<file path="src/sv/twmd_pkg.sv">
// shared types and constants of the trigger word mask decoder
package twmd_pkg;

    localparam int unsigned HEADER_SKIP  = 4;
    localparam int unsigned MASK_BITS    = 32;
    localparam int unsigned SKIP_W       = 3;
    localparam int unsigned SLOT_W       = 31;

    localparam logic [31:0]       MASK_LIMIT   = 32'((64'd1 << MASK_BITS) - 64'd1);
    localparam logic [SKIP_W-1:0] SKIP_LOAD    = SKIP_W'(HEADER_SKIP);
    localparam logic [31:0]       HDR_WORDS    = 32'd4;
    localparam logic [4:0]        TRIG_TAG     = 5'h1D;
    localparam logic [7:0]        CRATE_RESET  = 8'd100;

    typedef enum logic [3:0] {
        PH_SCAN    = 4'b0001,
        PH_SKIP    = 4'b0010,
        PH_FIRST   = 4'b0100,
        PH_PARTNER = 4'b1000
    } t_phase;

    typedef struct packed {
        logic [7:0]  crate_id;
        logic [31:0] data_word;
        logic        end_of_event;
    } t_row;

endpackage

</file>
<file path="src/sv/trigger_word_mask_decoder.sv">
// top level of the trigger word mask decoder
//
// one bank row (crate id, data word, end-of-event flag) is taken per clock cycle,
// continuously, as long as the result side keeps up. a row is registered in the input
// register, is parsed there, and when the end-of-event row steps out of it the event
// mask is loaded into the result register and offered from there. rows that do not
// end an event give no result. the input register stalls only when an end-of-event
// row meets a result register that is still full and not being taken. the trigger
// crate id register (reset 100) is written through the configuration channel, which
// is always ready; write it only while no event is in flight.
module trigger_word_mask_decoder
    import twmd_pkg::*;
(
    input  logic        i_clk,
    input  logic        i_rst_n,
    // configuration channel
    input  logic        i_cfg_valid,
    output logic        o_cfg_ready,
    input  logic [7:0]  i_cfg_trigger_crate_id,
    // row input channel
    input  logic        i_in_valid,
    output logic        o_in_ready,
    input  logic [7:0]  i_crate_id,
    input  logic [31:0] i_data_word,
    input  logic        i_end_of_event,
    // mask output channel
    output logic        o_out_valid,
    input  logic        i_out_ready,
    output logic [31:0] o_trigger_mask
);

    logic [7:0]  r_trig_crate;
    t_row        w_in_row;
    t_row        w_stage_row;
    logic        w_stage_valid;
    logic        w_step;
    logic        w_out_free;
    logic [31:0] w_mask;

    // configuration register, no back-pressure
    assign o_cfg_ready = 1'b1;

    always_ff @(posedge i_clk) begin
        if (!i_rst_n) begin
            r_trig_crate <= CRATE_RESET;
        end else if (i_cfg_valid) begin
            r_trig_crate <= i_cfg_trigger_crate_id;
        end
    end

    assign w_in_row = '{crate_id: i_crate_id, data_word: i_data_word,
                        end_of_event: i_end_of_event};

    // a row steps through the parser unless it ends an event and the
    // result register has no room this cycle
    assign w_step = w_stage_valid && (!w_stage_row.end_of_event || w_out_free);

    twmd_in_reg u_in_reg (
        .i_clk   (i_clk),
        .i_rst_n (i_rst_n),
        .i_valid (i_in_valid),
        .o_ready (o_in_ready),
        .i_row   (w_in_row),
        .o_valid (w_stage_valid),
        .i_take  (w_step),
        .o_row   (w_stage_row)
    );

    twmd_parser u_parser (
        .i_clk        (i_clk),
        .i_rst_n      (i_rst_n),
        .i_step       (w_step),
        .i_row        (w_stage_row),
        .i_trig_crate (r_trig_crate),
        .o_mask       (w_mask)
    );

    // the event mask is loaded only on the end-of-event row
    twmd_out_reg u_out_reg (
        .i_clk   (i_clk),
        .i_rst_n (i_rst_n),
        .i_load  (w_step && w_stage_row.end_of_event),
        .i_mask  (w_mask),
        .o_free  (w_out_free),
        .o_valid (o_out_valid),
        .i_ready (i_out_ready),
        .o_mask  (o_trigger_mask)
    );

endmodule

</file>
<file path="src/sv/twmd_in_reg.sv">
// input register holding one bank row ahead of the parser
module twmd_in_reg
    import twmd_pkg::*;
(
    input  logic i_clk,
    input  logic i_rst_n,
    input  logic i_valid,
    output logic o_ready,
    input  t_row i_row,
    output logic o_valid,
    input  logic i_take,
    output t_row o_row
);

    logic r_valid;
    logic n_valid;
    t_row r_row;

    assign o_ready = !r_valid || i_take;
    assign o_valid = r_valid;
    assign o_row   = r_row;

    always_comb begin
        n_valid = r_valid;
        if (i_valid && o_ready) begin
            n_valid = 1'b1;
        end else if (i_take) begin
            n_valid = 1'b0;
        end
    end

    always_ff @(posedge i_clk) begin
        if (!i_rst_n) begin
            r_valid <= 1'b0;
        end else begin
            r_valid <= n_valid;
        end
    end

    always_ff @(posedge i_clk) begin
        if (i_valid && o_ready) begin
            r_row <= i_row;
        end
    end

endmodule

</file>
<file path="src/sv/twmd_parser.sv">
// bank row parser: header, skip and trigger slot phases plus event mask
module twmd_parser
    import twmd_pkg::*;
(
    input  logic        i_clk,
    input  logic        i_rst_n,
    input  logic        i_step,
    input  t_row        i_row,
    input  logic [7:0]  i_trig_crate,
    output logic [31:0] o_mask
);

    t_phase              r_phase;
    t_phase              n_phase;
    logic [SKIP_W-1:0]   r_skip;
    logic [SKIP_W-1:0]   n_skip;
    logic [SLOT_W-1:0]   r_slots;
    logic [SLOT_W-1:0]   n_slots;
    logic [15:0]         r_held;
    logic [15:0]         n_held;
    logic [31:0]         r_accum;
    logic [31:0]         n_accum;
    logic [31:0]         v_accum;
    logic [31:0]         v_count;

    // word count minus the fixed header words, two words per slot
    assign v_count = i_row.data_word - HDR_WORDS;

    always_comb begin
        n_phase = r_phase;
        n_skip  = r_skip;
        n_slots = r_slots;
        n_held  = r_held;
        v_accum = r_accum;
        if (i_step) begin
            unique case (r_phase)
                PH_SCAN: begin
                    if (i_row.crate_id == i_trig_crate) begin
                        n_slots = (i_row.data_word > HDR_WORDS) ? v_count[31:1] : '0;
                        n_skip  = SKIP_LOAD;
                        if (SKIP_LOAD != '0) begin
                            n_phase = PH_SKIP;
                        end else begin
                            n_phase = (n_slots != '0) ? PH_FIRST : PH_SCAN;
                        end
                    end
                end
                PH_SKIP: begin
                    n_skip = r_skip - 1'b1;
                    if (n_skip == '0) begin
                        n_phase = (r_slots != '0) ? PH_FIRST : PH_SCAN;
                    end
                end
                PH_FIRST: begin
                    if (i_row.data_word[31:27] == TRIG_TAG) begin
                        n_held  = i_row.data_word[15:0];
                        n_phase = PH_PARTNER;
                    end else begin
                        n_slots = r_slots - 1'b1;
                        n_phase = (n_slots != '0) ? PH_FIRST : PH_SCAN;
                    end
                end
                PH_PARTNER: begin
                    v_accum = (r_accum | {i_row.data_word[15:0], r_held}) & MASK_LIMIT;
                    n_held  = '0;
                    n_slots = r_slots - 1'b1;
                    n_phase = (n_slots != '0) ? PH_FIRST : PH_SCAN;
                end
                default: begin
                    n_phase = PH_SCAN;
                    n_skip  = '0;
                    n_slots = '0;
                    n_held  = '0;
                    v_accum = '0;
                end
            endcase
        end
        n_accum = v_accum;
        // end of event: mask goes out, parser starts afresh
        if (i_step && i_row.end_of_event) begin
            n_phase = PH_SCAN;
            n_skip  = '0;
            n_slots = '0;
            n_held  = '0;
            n_accum = '0;
        end
    end

    assign o_mask = v_accum & MASK_LIMIT;

    always_ff @(posedge i_clk) begin
        if (!i_rst_n) begin
            r_phase <= PH_SCAN;
            r_skip  <= '0;
            r_slots <= '0;
            r_held  <= '0;
            r_accum <= '0;
        end else begin
            r_phase <= n_phase;
            r_skip  <= n_skip;
            r_slots <= n_slots;
            r_held  <= n_held;
            r_accum <= n_accum;
        end
    end

endmodule

</file>
<file path="src/sv/twmd_out_reg.sv">
// result register holding one event mask until the transfer completes
module twmd_out_reg
    import twmd_pkg::*;
(
    input  logic        i_clk,
    input  logic        i_rst_n,
    input  logic        i_load,
    input  logic [31:0] i_mask,
    output logic        o_free,
    output logic        o_valid,
    input  logic        i_ready,
    output logic [31:0] o_mask
);

    logic        r_valid;
    logic        n_valid;
    logic [31:0] r_mask;

    assign o_free  = !r_valid || i_ready;
    assign o_valid = r_valid;
    assign o_mask  = r_mask;

    always_comb begin
        n_valid = r_valid;
        if (i_load) begin
            n_valid = 1'b1;
        end else if (i_ready) begin
            n_valid = 1'b0;
        end
    end

    always_ff @(posedge i_clk) begin
        if (!i_rst_n) begin
            r_valid <= 1'b0;
        end else begin
            r_valid <= n_valid;
        end
    end

    always_ff @(posedge i_clk) begin
        if (i_load) begin
            r_mask <= i_mask & MASK_LIMIT;
        end
    end

endmodule

</file>
<file path="config.mk">
export PLATFORM = sky130hd
export DESIGN_NAME = trigger_word_mask_decoder
export DESIGN_NICKNAME = d
export VERILOG_FILES = /design/src/sv/twmd_pkg.sv /design/src/sv/trigger_word_mask_decoder.sv /design/src/sv/twmd_in_reg.sv /design/src/sv/twmd_parser.sv /design/src/sv/twmd_out_reg.sv
export SDC_FILE = /design/constraint.sdc
export NUM_CORES = 1
export LEC_CHECK = 0
export ABC_CLOCK_PERIOD_IN_PS = 5200
export BUFFER_PORTS_ARGS = -buffer_cell sky130_fd_sc_hd__buf_2
export CORE_ASPECT_RATIO = 1.4
export CORE_MARGIN = 5
export CORE_UTILIZATION = 65
export CTS_BUF_LIST = sky130_fd_sc_hd__clkbuf_4 sky130_fd_sc_hd__clkbuf_8
export CTS_CLUSTER_SIZE = 14
export DETAILED_ROUTE_END_ITERATION = 12
export MAX_ROUTING_LAYER = met4
export PLACE_DENSITY = 0.88
export SYNTH_ARGS = -nofsm -noshare
export SYNTH_HDL_FRONTEND = slang
export SYNTH_SLANG_ARGS = --single-unit
</file>
<file path="constraint.sdc">
create_clock -name i_clk -period 5.2 [get_ports i_clk]
set_input_delay 1.04 -clock i_clk [delete_from_list [all_inputs] [get_ports i_clk]]
set_output_delay 1.04 -clock i_clk [all_outputs]
set_load 0.03 [all_outputs]
</file>
==> out/metrics.cfg <==
[pwr]
p_per_area_nw_per_um2=302.7
power.total_mw=2.531
vdd_drop_max_mv=0.1853
p_int_mw=1.872
pwr-share-comb=0.054
p_switching_mw=0.6593
swShare=0.2605
power.leakage_nw=3.184
pwr-share-seq=0.569
clockPowerShare=0.377

[cells_and_area]
nFillCells=780
area_growth_pct=12.19
drive_gt1_frac=0.1745
nets=872
antenna_cells=0
fin_util=0.7412
final_cell_count_no_fill=969
stdcell_area_sq_um=8362

[sta]
rsz0062_at_grt=no
finalCritPeriodShare=0.6507
tns_ns=0
clock_skew_ns=0.01465
fmax_ghz=0.2955
worstMarginPinSlew_ns=1.233
post-route-min-period_ns=3.384
drv_slew=0
setup_viol=0
hold_viol=0
slew_headroom=0.1770

[global_route]
overflow=0
grt_pass1_wl_mm=29.37
grt_max_degree=65
antenna_found_initial=0
grt_util_all_layers=0.2814
grt_pass1_vias=6038

[drt]
drtIter0Drc=529
num_vias=6199
drt_wl_total_mm=18.54
detail_route.wl_per_cell_um=19.13
drc=0
top_layer=met4
dr_wl_met3_mm=1.149
ant_nets=0
wl_met2_mm=9.644
vias_per_cell=6.397
drt-met1-wl_mm=6.903
drtPass1Iterations=5

[yosys]
synth_flop_cell=dfxtp_1
syn-num-nets=804
async_flop_share=0
synth_edf_count=73
synth_cell_types=68
synth_largest_area_cell=edfxtp_1
syn_area_sq_um=7453
seq_area_frac_synth=0.5520
yosys_warnings=0
synth_top_area_share=0.2941
avgSynthCellArea_sq_um=10.02
ys_seq_elements=169
synth_cells=744
synth_area_leaders=edfxtp_1 29%, dfxtp_1 26%, a21oi_1 4.6%, nor2_1 4.2%, nor3_1 4.1%

[clock_tree]
cts-root-buf=clkbuf_8
holdBufCountCts=0
cts_max_level=4
cts.sinks=169
cts_tree=built
ctsResizeCount=0
clkTransAtPathRegs_ns=0.10
cts_buffers=17
post-cts-setup-buffers=0
clockBufferDepth=2
clkLatencyLatePin_ns=0.47

[critical_path]
start_kind=register
cp_data_required_time_ns=5.53
crit_fanout=12
slowest_delay_ns=0.97
critical_path.endpoint_type=register
worstSetupPathType=reg2reg
cp_top_family=simple AND/OR/NAND/NOR gates
crit_chain=or4_1, nor2_1, nand4_1, o31ai_2, a21oi_1, nor3_1, a211oi_1
worst-path-buf-inv=0
critPathArrivalTime_ns=3.71
crit_slowest_cell=o31ai_2

[floorplanning]
fp.dieW_um=100.5
dieHeight_um=136.7
io_pins=89
rows=46
core_sq_um=11280
die_area_sq_um=13740
start_util=0.6607

[place]
place_area_sq_um=7935
place.port_buffers=87
gp_congestion=0.9679
place_hpwl_mm=12.62
placed_cells=936

[outcome]
status=complete, no violations

[run]
maxCapViolCount=0

[worst_hold_path]
hold_path_class=reg2reg

[metrics by stage]
stage                     setup slack [ns]  hold slack, ns
after floorplan                      2.383          0.4319
after global placement               2.071          0.4386
after detailed placement             1.970          0.4799
after CTS                            1.935          0.4794
after global routing                 1.766          0.5137
final                                1.816          0.4763
[layout make-up]
| class | count | area (sq um) | area share |
|---|---|---|---|
| clock buffers | 17 | 234.0 | 0.02798 |
| repair buffers | 94 | 491.7 | 0.05881 |
| multi-input cells | 518 | 3115 | 0.3726 |
| flip-flops and latches | 169 | 4114 | 0.4920 |
| well taps | 144 | 180.2 | 0.02155 |
| clock inverters | 15 | 181.4 | 0.02170 |
| inverters | 12 | 45.04 | 0.005387 |
[cells in the final DEF, fill, tap and decap left out, types with 7 or more instances in the layout]
master,n
dfxtp_1,96
buf_2,87
nor2_1,83
edfxtp_1,73
a21oi_1,68
nor3_1,60
nand2_1,40
o21ai_0,33
xnor2_1,26
a22oi_1,24
o22ai_1,20
xor2_1,18
clkbuf_8,17
nor4_1,15
inv_1,12
or3_1,10
mux2i_1,9
nand3_1,9
nor2b_1,7
a32o_1,7
[Yosys cell counts, drive strengths merged (3+ instances only)]
cell type and n:
dfxtp 96, nor2 84, edfxtp 73, a21oi 68, nor3 63, nand2 41, clkbuf 37, o21ai 34
xnor2 26, a22oi 25, o22ai 20, xor2 18, nor4 16, inv 12, or3 11, mux2i 9
nand3 9, buf 8, or4 8, a32o 7, nand4 7, nor2b 7, ha 6, and2 4
nand2b 4, nand3b 4, nor3b 4, a211oi 3, nor4b 3, o31ai 3, or2 3, or4b 3
[tightest hold or removal path: cells and delay by family, from the launching register on]
kind	cells	cell delay (ns)
flops	1	0.33
simple gates	1	0.06
compound gates	1	0.05
[state kept, by name, indices dropped and copies added (netlist names)]
name               flops
u_in_reg.o_row        41
u_out_reg.o_mask      32
u_parser.r_accum      32
u_parser.r_slots      31
u_parser.r_held       16
r_trig_crate           8
u_parser.r_phase       4
u_parser.r_skip        3
u_in_reg.o_valid       1
u_out_reg.o_valid      1
[power by group through the flow]
| stage | combinational [mW] | sequential, mW | clock [mW] |
|---|---|---|---|
| after floorplan | 0.0847 | 1.47 | 0 |
| after global placement | 0.131 | 1.47 | 0 |
| after detailed placement | 0.135 | 1.47 | 0 |
| after CTS | 0.136 | 1.44 | 0.959 |
| after global routing | 0.147 | 1.44 | 1.02 |
| final | 0.136 | 1.44 | 0.955 |
[path summary, 6_finish.rpt]
kind / from / end / slack, ns / cells after the start
worst min-delay path: u_parser.r_skip[1]$_SDFFE_PP0P_ / u_parser.r_skip[1]$_SDFFE_PP0P_ / 0.48 / 2
worst min register to register: u_parser.r_skip[1]$_SDFFE_PP0P_ / u_parser.r_skip[1]$_SDFFE_PP0P_ / 0.48 / 2
worst max register to register: u_in_reg.o_row[11]$_DFFE_PP_ / u_parser.r_slots[6]$_SDFFE_PP0P_ / 1.82 / 7
worst max-delay path: u_in_reg.o_row[11]$_DFFE_PP_ / u_parser.r_slots[6]$_SDFFE_PP0P_ / 1.82 / 7
[routing by layer]
| layer | vias to the layer above | global-route usage |
|---|---|---|
| met4 | 0 | 0.1633 |
| met3 | 79 | 0.04335 |
| met2 | 318 | 0.4812 |
| met5 | - | - |
| li1 | 2864 | - |
| met1 | 2938 | 0.3090 |
[cell families (layout without fill, tap and decap cells)]
family	count (synthesis)	count (layout)	synth area share
multiplexers	9	9	0.01209
AO/OA/AOI/OAI	180	180	0.1494
adder cells (fa/ha/maj)	6	6	0.01007
flip-flops	169	169	0.5520
buffers and inverters	57	138	0.03189
other	1	1	0.0005031
XOR/XNOR	44	44	0.05170
AND/OR/NAND/NOR	278	278	0.1924
No activity file was read; power rests on OpenSTA's default activity.
